`src/sv/primitive_assembler_assert.svh`:
```
`ifndef PRIMITIVE_ASSEMBLER_ASSERT_SVH
`define PRIMITIVE_ASSEMBLER_ASSERT_SVH

// Checked on every clock edge outside reset.
`define PA_ASSERT(lbl, prop) \
	lbl: assert property (@(posedge clk) disable iff (!arst_n) prop) \
	else $error("primitive_assembler: check failed");

// Checked on every clock edge, reset included.
`define PA_ASSERT_ALWAYS(lbl, prop) \
	lbl: assert property (@(posedge clk) prop) \
	else $error("primitive_assembler: check failed");

`endif

```
`src/sv/pa_pkg.sv`:
```
`timescale 1ns / 1ps

package pa_pkg;

	// Width of stored vertex indices; ports stay 16 bits wide
	localparam int INDEX_BITS = 16;
	localparam int IDX_W      = (INDEX_BITS < 16) ? INDEX_BITS : 16;

	localparam logic [15:0] SAT16 = 16'hFFFF;

	typedef logic [IDX_W-1:0] idx_t;

	// Primitive type codes
	typedef enum logic [1:0] {
		OP_LIST  = 2'd0,
		OP_STRIP = 2'd1,
		OP_FAN   = 2'd2,
		OP_NONE  = 2'd3
	} op_t;

	// Classified request passed from the front end to the back end
	typedef struct packed {
		op_t         op;
		idx_t        vidx;
		logic [15:0] material;
		logic        opens;
		logic        last;
	} pa_item_t;

	// Zero-extend a stored index to the 16-bit port width
	function automatic logic [15:0] idx_to_port(idx_t x);
		logic [15:0] r;
		r = '0;
		r[IDX_W-1:0] = x;
		return r;
	endfunction

endpackage

```
`src/sv/pa_front.sv`:
```
`timescale 1ns / 1ps

module pa_front import pa_pkg::*; (
	input  logic        clk,
	input  logic        arst_n,
	input  logic        item_valid,
	input  logic        item_stall,
	input  logic [1:0]  opcode,
	input  logic [15:0] vertex_index,
	input  logic [15:0] material,
	input  logic        first_in_primitive,
	input  logic        last_in_primitive,
	output logic        push,
	output pa_item_t    item
);

	logic start_q;
	op_t  op_dec;

	assign push = item_valid && !item_stall;

	// Decode the primitive type
	always_comb begin
		case (opcode)
			OP_LIST:  op_dec = OP_LIST;
			OP_STRIP: op_dec = OP_STRIP;
			OP_FAN:   op_dec = OP_FAN;
			default:  op_dec = OP_NONE;
		endcase
	end

	// An item opens a primitive on its first mark, after a last mark or after reset
	always_ff @(posedge clk or negedge arst_n) begin
		if (!arst_n) begin
			start_q <= 1'b1;
		end else if (push) begin
			start_q <= last_in_primitive;
		end
	end

	always_comb begin
		item.op       = op_dec;
		item.vidx     = vertex_index[IDX_W-1:0];
		item.material = material;
		item.opens    = first_in_primitive || start_q;
		item.last     = last_in_primitive;
	end

endmodule

```
`src/sv/pa_queue.sv`:
```
`timescale 1ns / 1ps
`include "primitive_assembler_assert.svh"

module pa_queue import pa_pkg::*; (
	input  logic     clk,
	input  logic     arst_n,
	input  logic     push,
	input  pa_item_t push_item,
	output logic     full,
	input  logic     pop,
	output logic     head_valid,
	output pa_item_t head_item
);

	pa_item_t   entries_q [2];
	logic       wr_ptr_q;
	logic       rd_ptr_q;
	logic [1:0] count_q;

	assign full       = (count_q == 2'd2);
	assign head_valid = (count_q != 2'd0);
	assign head_item  = entries_q[rd_ptr_q];

	// Storage
	always_ff @(posedge clk) begin
		if (push) begin
			entries_q[wr_ptr_q] <= push_item;
		end
	end

	// Pointers and fill count
	always_ff @(posedge clk or negedge arst_n) begin
		if (!arst_n) begin
			wr_ptr_q <= 1'b0;
			rd_ptr_q <= 1'b0;
			count_q  <= 2'd0;
		end else begin
			if (push) wr_ptr_q <= !wr_ptr_q;
			if (pop)  rd_ptr_q <= !rd_ptr_q;
			case ({push, pop})
				2'b10:   count_q <= count_q + 2'd1;
				2'b01:   count_q <= count_q - 2'd1;
				default: count_q <= count_q;
			endcase
		end
	end

	`PA_ASSERT(q_count_range, count_q != 2'd3)
	`PA_ASSERT(q_no_overflow, push |-> !full)
	`PA_ASSERT(q_no_underflow, pop |-> head_valid)
	`PA_ASSERT(q_ptr_track, (count_q == 2'd0 || count_q == 2'd2) |-> wr_ptr_q == rd_ptr_q)

endmodule

```
`src/sv/pa_back.sv`:
```
`timescale 1ns / 1ps
`include "primitive_assembler_assert.svh"

module pa_back import pa_pkg::*; (
	input  logic        clk,
	input  logic        arst_n,
	input  logic        head_valid,
	input  pa_item_t    head_item,
	output logic        pop,
	output logic        tri_valid,
	input  logic        tri_stall,
	output logic [15:0] corner_a,
	output logic [15:0] corner_b,
	output logic [15:0] corner_c,
	output logic [15:0] material_out,
	output logic [15:0] triangle_ordinal,
	output logic        end_of_primitive
);

	// Assembly state
	idx_t        pivot_q, older_q, newer_q;
	logic [1:0]  pos_q;      // indices seen, saturating at 2
	logic [15:0] tc_q;
	logic [1:0]  phase_q;
	logic        odd_q;

	// Output register
	logic        out_valid_q;
	idx_t        a_q, b_q, c_q;
	logic [15:0] mat_q, ord_q;
	logic        eop_q;

	logic        emit;
	idx_t        a_n, b_n, c_n, pivot_n;
	logic [1:0]  pos_e, phase_e, phase_n, pos_n;
	logic [15:0] tc_e, tc_n;
	logic        odd_e, odd_n;

	// Take the next request once the output register is free or draining
	assign pop = head_valid && (!out_valid_q || !tri_stall);

	// Per-request state update
	always_comb begin
		pos_e   = head_item.opens ? 2'd0  : pos_q;
		tc_e    = head_item.opens ? 16'd0 : tc_q;
		phase_e = head_item.opens ? 2'd0  : phase_q;
		odd_e   = head_item.opens ? 1'b0  : odd_q;
		pivot_n = (pos_e == 2'd0) ? head_item.vidx : pivot_q;
		emit    = 1'b0;
		a_n     = older_q;
		b_n     = newer_q;
		c_n     = head_item.vidx;
		phase_n = phase_e;
		odd_n   = odd_e;
		case (head_item.op)
			OP_LIST: begin
				if (phase_e == 2'd2) begin
					emit    = 1'b1;
					phase_n = 2'd0;
				end else begin
					phase_n = phase_e + 2'd1;
				end
			end
			OP_STRIP: begin
				if (pos_e == 2'd2) begin
					emit  = 1'b1;
					odd_n = !odd_e;
					if (odd_e) begin
						a_n = head_item.vidx;
						c_n = older_q;
					end
				end
			end
			OP_FAN: begin
				if (pos_e == 2'd2) begin
					emit = 1'b1;
					a_n  = pivot_n;
				end
			end
			default: emit = 1'b0;
		endcase
		tc_n  = (emit && tc_e != SAT16) ? tc_e + 16'd1 : tc_e;
		pos_n = (pos_e == 2'd2) ? pos_e : pos_e + 2'd1;
	end

	// State registers
	always_ff @(posedge clk or negedge arst_n) begin
		if (!arst_n) begin
			pivot_q <= '0;
			older_q <= '0;
			newer_q <= '0;
			pos_q   <= 2'd0;
			tc_q    <= 16'd0;
			phase_q <= 2'd0;
			odd_q   <= 1'b0;
		end else if (pop) begin
			pivot_q <= pivot_n;
			older_q <= newer_q;
			newer_q <= head_item.vidx;
			pos_q   <= pos_n;
			tc_q    <= tc_n;
			phase_q <= phase_n;
			odd_q   <= odd_n;
		end
	end

	// Result valid
	always_ff @(posedge clk or negedge arst_n) begin
		if (!arst_n) begin
			out_valid_q <= 1'b0;
		end else if (pop) begin
			out_valid_q <= emit;
		end else if (!tri_stall) begin
			out_valid_q <= 1'b0;
		end
	end

	// Result payload
	always_ff @(posedge clk) begin
		if (pop && emit) begin
			a_q   <= a_n;
			b_q   <= b_n;
			c_q   <= c_n;
			mat_q <= head_item.material;
			ord_q <= tc_e;
			eop_q <= head_item.last;
		end
	end

	assign tri_valid        = out_valid_q;
	assign corner_a         = idx_to_port(a_q);
	assign corner_b         = idx_to_port(b_q);
	assign corner_c         = idx_to_port(c_q);
	assign material_out     = mat_q;
	assign triangle_ordinal = ord_q;
	assign end_of_primitive = eop_q;

	`PA_ASSERT(bk_phase_range, phase_q != 2'd3)
	`PA_ASSERT(bk_pos_range, pos_q != 2'd3)
	`PA_ASSERT(bk_open_no_tri, (pop && head_item.opens && head_item.op != OP_LIST) |-> !emit)
	`PA_ASSERT(bk_stall_hold, (tri_valid && tri_stall) |=> tri_valid && $stable(ord_q))

endmodule

```
`src/sv/primitive_assembler.sv`:
```
`timescale 1ns / 1ps

// Primitive assembler: turns a stream of vertex indices (triangle list, strip
// or fan, one index per request) into triangles, at most one per index. It
// takes one index per clock cycle sustained unless tri_stall is high; each
// triangle is registered at the output as its completing index is popped,
// the limit being the update of the assembly state (pivot, two previous
// indices, position, list phase, strip parity, triangle counter) in the back
// end. A two-entry queue separates index intake from assembly, so a stalled
// output holds at most two further indices before item_stall rises. A request
// after one marked last opens a new primitive even without its first mark;
// type 3 requests produce nothing but still shift the previous indices.
module primitive_assembler import pa_pkg::*; (
	input  logic        clk,
	input  logic        arst_n,
	input  logic        item_valid,
	output logic        item_stall,
	input  logic [1:0]  opcode,
	input  logic [15:0] vertex_index,
	input  logic [15:0] material,
	input  logic        first_in_primitive,
	input  logic        last_in_primitive,
	output logic        tri_valid,
	input  logic        tri_stall,
	output logic [15:0] corner_a,
	output logic [15:0] corner_b,
	output logic [15:0] corner_c,
	output logic [15:0] material_out,
	output logic [15:0] triangle_ordinal,
	output logic        end_of_primitive
);

	logic     push, pop, full, head_valid;
	pa_item_t push_item, head_item;

	assign item_stall = full;

	pa_front u_front (
		.clk                (clk),
		.arst_n             (arst_n),
		.item_valid         (item_valid),
		.item_stall         (item_stall),
		.opcode             (opcode),
		.vertex_index       (vertex_index),
		.material           (material),
		.first_in_primitive (first_in_primitive),
		.last_in_primitive  (last_in_primitive),
		.push               (push),
		.item               (push_item)
	);

	pa_queue u_queue (
		.clk        (clk),
		.arst_n     (arst_n),
		.push       (push),
		.push_item  (push_item),
		.full       (full),
		.pop        (pop),
		.head_valid (head_valid),
		.head_item  (head_item)
	);

	pa_back u_back (
		.clk              (clk),
		.arst_n           (arst_n),
		.head_valid       (head_valid),
		.head_item        (head_item),
		.pop              (pop),
		.tri_valid        (tri_valid),
		.tri_stall        (tri_stall),
		.corner_a         (corner_a),
		.corner_b         (corner_b),
		.corner_c         (corner_c),
		.material_out     (material_out),
		.triangle_ordinal (triangle_ordinal),
		.end_of_primitive (end_of_primitive)
	);

endmodule
```
`config.mk`:
```
export PLATFORM = sky130hd
export DESIGN_NAME = primitive_assembler
export DESIGN_NICKNAME = d
export VERILOG_FILES = /design/src/sv/pa_pkg.sv /design/src/sv/pa_front.sv /design/src/sv/pa_queue.sv /design/src/sv/pa_back.sv /design/src/sv/primitive_assembler.sv
export VERILOG_INCLUDE_DIRS = /design/src /design/src/sv
export SDC_FILE = /design/constraint.sdc
export NUM_CORES = 1
export LEC_CHECK = 0
export BUFFER_PORTS_ARGS = -buffer_cell sky130_fd_sc_hd__buf_4
export CORE_MARGIN = 3
export CORE_UTILIZATION = 50
export CTS_CLUSTER_SIZE = 12
export DETAILED_ROUTE_END_ITERATION = 8
export HOLD_SLACK_MARGIN = 0.1
export PLACE_DENSITY = 0.75
export SETUP_SLACK_MARGIN = 0.15
export SYNTH_ARGS = -nofsm -noshare
export SYNTH_HDL_FRONTEND = slang
export SYNTH_HIERARCHICAL = 1
export SYNTH_SLANG_ARGS = --single-unit
```
`constraint.sdc`:
```
create_clock -name clk -period 7.9 [get_ports clk]
set_clock_uncertainty 0.1 [all_clocks]
set_input_delay 1.58 -clock clk [delete_from_list [all_inputs] [get_ports clk]]
set_output_delay 1.58 -clock clk [all_outputs]
set_load 0.02 [all_outputs]
```
==> summary.md <==
| Metric | Value |
|---|---|
| Fin crit share | 61.2% |
| Hold_buf cts | 0 |
| Critical path arrival | between 5 and 6 ns |
| Tmin final | 4.83 ns |
| Crit. End Element | flip-flop |
| Clock slew at reported path FFs | 0.06 ns |
| DP Worst Slack | 3.04 ns |
| Gpl congestion | ~0.83 |
| Unrepaired setup endpoints after global routing | no |
| Total CTS buffers | 25 |
| Rel. slew slack | ~28% |
| Synth top area share | 47.2% |
| Mapped Cells | 661 |
| CP max FO | 58 |
| Remaining Overflow, GRT | 0 |
| Initial Utilization | 51.5% |
| Area delta synth->final | 16.7% |
| Fmax | roughly 210 MHz |
| Final setup vio count | 0 |
| Crit path launch | u_queue/rd_ptr_q |
| CP max-delay cell | dfrtp_2 |
| Syn nets | 707 |
| Power density cells | 358 nW/um^2 |
| Clock sinks | 228 |
| Largest area contributor in the netlist | edfxtp_1 |
| Worst R2R Start | u_queue/rd_ptr_q |
| Final hold vios | 0 |
| Worst hold-check path type | reg -> reg |
| Final instance area | 11,400 um^2 |
| Asr flop ratio synth | 32.9% |
| Max-cap violations | 0 |
| Clk Latency, worst-skew pair | between 0.5 and 0.6 ns |
| Most frequent cells in the layout | edfxtp_1 (153), buf_4 (126), nand2_1 (118) |
| Remaining DRCs | 0 |
| Cell Chain, Critical Path | mux2_2, inv_1, ha_1, nand4bb_1, a211o_2, clkinv_2, buf_4, o2111ai_1, xor2_1 |
| Pre-Repair DR Iteration Count | 5 |
| Peak VDD IR | 0.202 mV |
| Yosys warns | 6 |
| Post-synthesis sequential area ratio | 66.5% |
| Final-report max-slew violation count | 0 |
| Core footprint | 18,900 um^2 |
| Startpoint Class | flip-flop |
| Post-DP Area | about 11,000 um^2 |
| Status | finished clean |
| I/O pin cnt | roughly 120 |
| Largest net degree at the start of global routing | 76 |
| CTS tree | done |
| Worst-margin pin slew | 1.08 ns |
| Drt total wl | 18,100 um |
| Mapped cell area | 9730 um^2 |
| Antenna viol nets, final | 0 |
| Worst reg2reg path endpoint | u_back/tc_q[3] |
| Yosys reg bits | 228 |
| Leading post-synthesis cells by cell area | edfxtp_1 (47%), dfrtp_1 (19%), mux2_2 (6.0%), mux2_4 (4.6%), nand2_1 (4.6%) |
| Core Rows | 50 |
| Setup crit end | u_back/tc_q[3] |
| Setup TNS | 0 ns |
| Slowest Stage Delay on Critical Path | 1.07 ns |
| Avg WL per Cell | about 18 um |
| Final Non-Filler Cells | around 1,000 |
| Die area | around 21,000 um^2 |
| Placed cells | between 900 and 1,000 |
| First-pass GRT wire length | 29,600 um |
| Clock root cell | clkbuf_16 |
| Total track usage | between 10% and 20% |
| Via density | roughly 5.3 |
| Most common flop cell mapped by yosys | edfxtp_1 |
| Diodes inserted | 0 |
| Vias | 5,437 |
| Layout Nets | between 700 and 800 |
| Post-CTS Setup Bufs | 0 |
| Leakage | around 4.5 nW |
| Mean Syn Cell Area | roughly 15 um^2 |
| DP HPWL | approximately 12,000 um |
| Width of the die | 146 um |
| Req. time, crit path | 8.18 ns |
| Iter 0 DRT Violations | 398 |
| EDFF count, synth | 153 |
| Yosys cell types | 56 |
| Initial antenna violation count | 0 |
| Share of cells above drive strength 1 | ~34% |
| Port bufs | 122 |
| Post_cts resized | 0 |
| Setup slack after layout | 3.07 ns |
| Overall die height | approximately 150 um |
| Clock Path Buffers | 3 |
| Worst Reg-to-Reg Cells | 9 |
| R2R setup slack | 3.07 ns |
| Most common cell after layout, fill and taps aside | edfxtp_1 |
| Vias in the first global route | 5,583 |
| Critical path type | reg -> reg |
| Number of H-tree levels | 1 |
| Pwr Total | 4.07 mW |
[cell usage after synthesis (all sizes together), types with 2 or more instances]
| cell | number |
|---|---|
| edfxtp | 153 |
| nand2 | 118 |
| mux2 | 82 |
| dfrtp | 74 |
| buf | 53 |
| a22o | 28 |
| clkbuf | 15 |
| nor2b | 15 |
| nand3 | 11 |
| nor2 | 10 |
| xor2 | 9 |
| inv | 8 |
| xnor2 | 8 |
| ha | 6 |
| a2111oi | 5 |
| a32o | 5 |
| and3 | 5 |
| o2111ai | 5 |
| o21ai | 5 |
| nand2b | 4 |
| nand4 | 4 |
| o211ai | 4 |
| a211o | 3 |
| nor3 | 3 |
| a211oi | 2 |
| a21bo | 2 |
| a21oi | 2 |
| and2 | 2 |
| and3b | 2 |
| and4 | 2 |
| nand4bb | 2 |
| or2 | 2 |
[final cells by class]
type / count / area, um^2
Fill cell: 1451 / 7540
Clock buffer: 40 / 743
Clock inverter: 6 / 73.8
Multi-Input combinational cell: 356 / 2760
Timing Repair Buffer: 126 / 946
Tap cell: 260 / 325
Inverter: 9 / 35.0
Sequential cell: 228 / 6470
[flip-flops by register name (all words and copies together) (netlist names), 2 cells and up]
signal and flops:
u_back/b_n 16, u_back/material_out 16, u_back/phase_q 2, u_queue/entries_q 72, u_back/triangle_ordinal 16, u_back/pivot_q 16, u_back/pos_q 2, u_back/tc_q 16
u_back/corner_b 16, u_back/corner_c 16, u_back/corner_a 16, u_back/older_q 16, u_queue/count_q 2
[how the worst min path moves through the flow]
stage | from | to | cells past startpoint
2_1_floorplan | u_back/b_n[0] | u_back/corner_b[0] | 0
3_3_place_gp | u_back/b_n[14] | u_back/corner_b[14] | 0
3_5_place_dp | u_back/b_n[12] | u_back/corner_b[12] | 0
4_1_cts | u_back/b_n[12] | u_back/corner_b[12] | 0
5_1_grt | u_back/b_n[14] | u_back/corner_b[14] | 0
6_report | u_back/b_n[10] | u_back/corner_b[10] | 0
[critical path: cells and delay by family (launching register included)]
family | cells | cell delay, ns
fa+ha+maj | 1 | 0.73
compound gates | 2 | 0.77
mux | 1 | 0.35
buf+inv | 3 | 1.21
xor+xnor | 1 | 0.19
simple gates | 1 | 0.21
flops | 1 | 1.07
[metrics by stage]
step | util, % | hold WS [ns]
after floorplan | - | 0.346
after global placement | 55.8 | 0.364
after detailed placement | 55.8 | 0.370
after CTS | 60.1 | 0.382
after global routing | 60.1 | 0.405
final | 60.1 | 0.383
[layer usage]
metal,up-vias,track usage [%],part of all wire (%)
met4,0,5.98,2.9
met5,-,0,0
met3,43,5.42,8.4
met2,204,26.6,47
li1,2546,-,-
met1,2644,22.9,41
[kinds of logic (layout without fill, tap and decap cells)]
kind of cell,Yosys count,after routing,synth area share [%]
flip-flops,228,228,66.5
AND/OR/NAND/NOR,185,185,9.07
multiplexers,83,83,10.7
buffers and inverters,77,181,5.26
AO/OA/AOI/OAI,65,65,6.11
XOR/XNOR,17,17,1.53
adder cells (fa/ha/maj),6,6,0.771
[where the power goes]
group	internal, mW	switching, mW	total (mW)
Clock	0.680	0.446	1.13
Sequential	1.63	0.199	1.83
Combinational	0.511	0.601	1.11
Total	2.82	1.25	4.07
No activity file was read; power rests on OpenSTA's default activity.
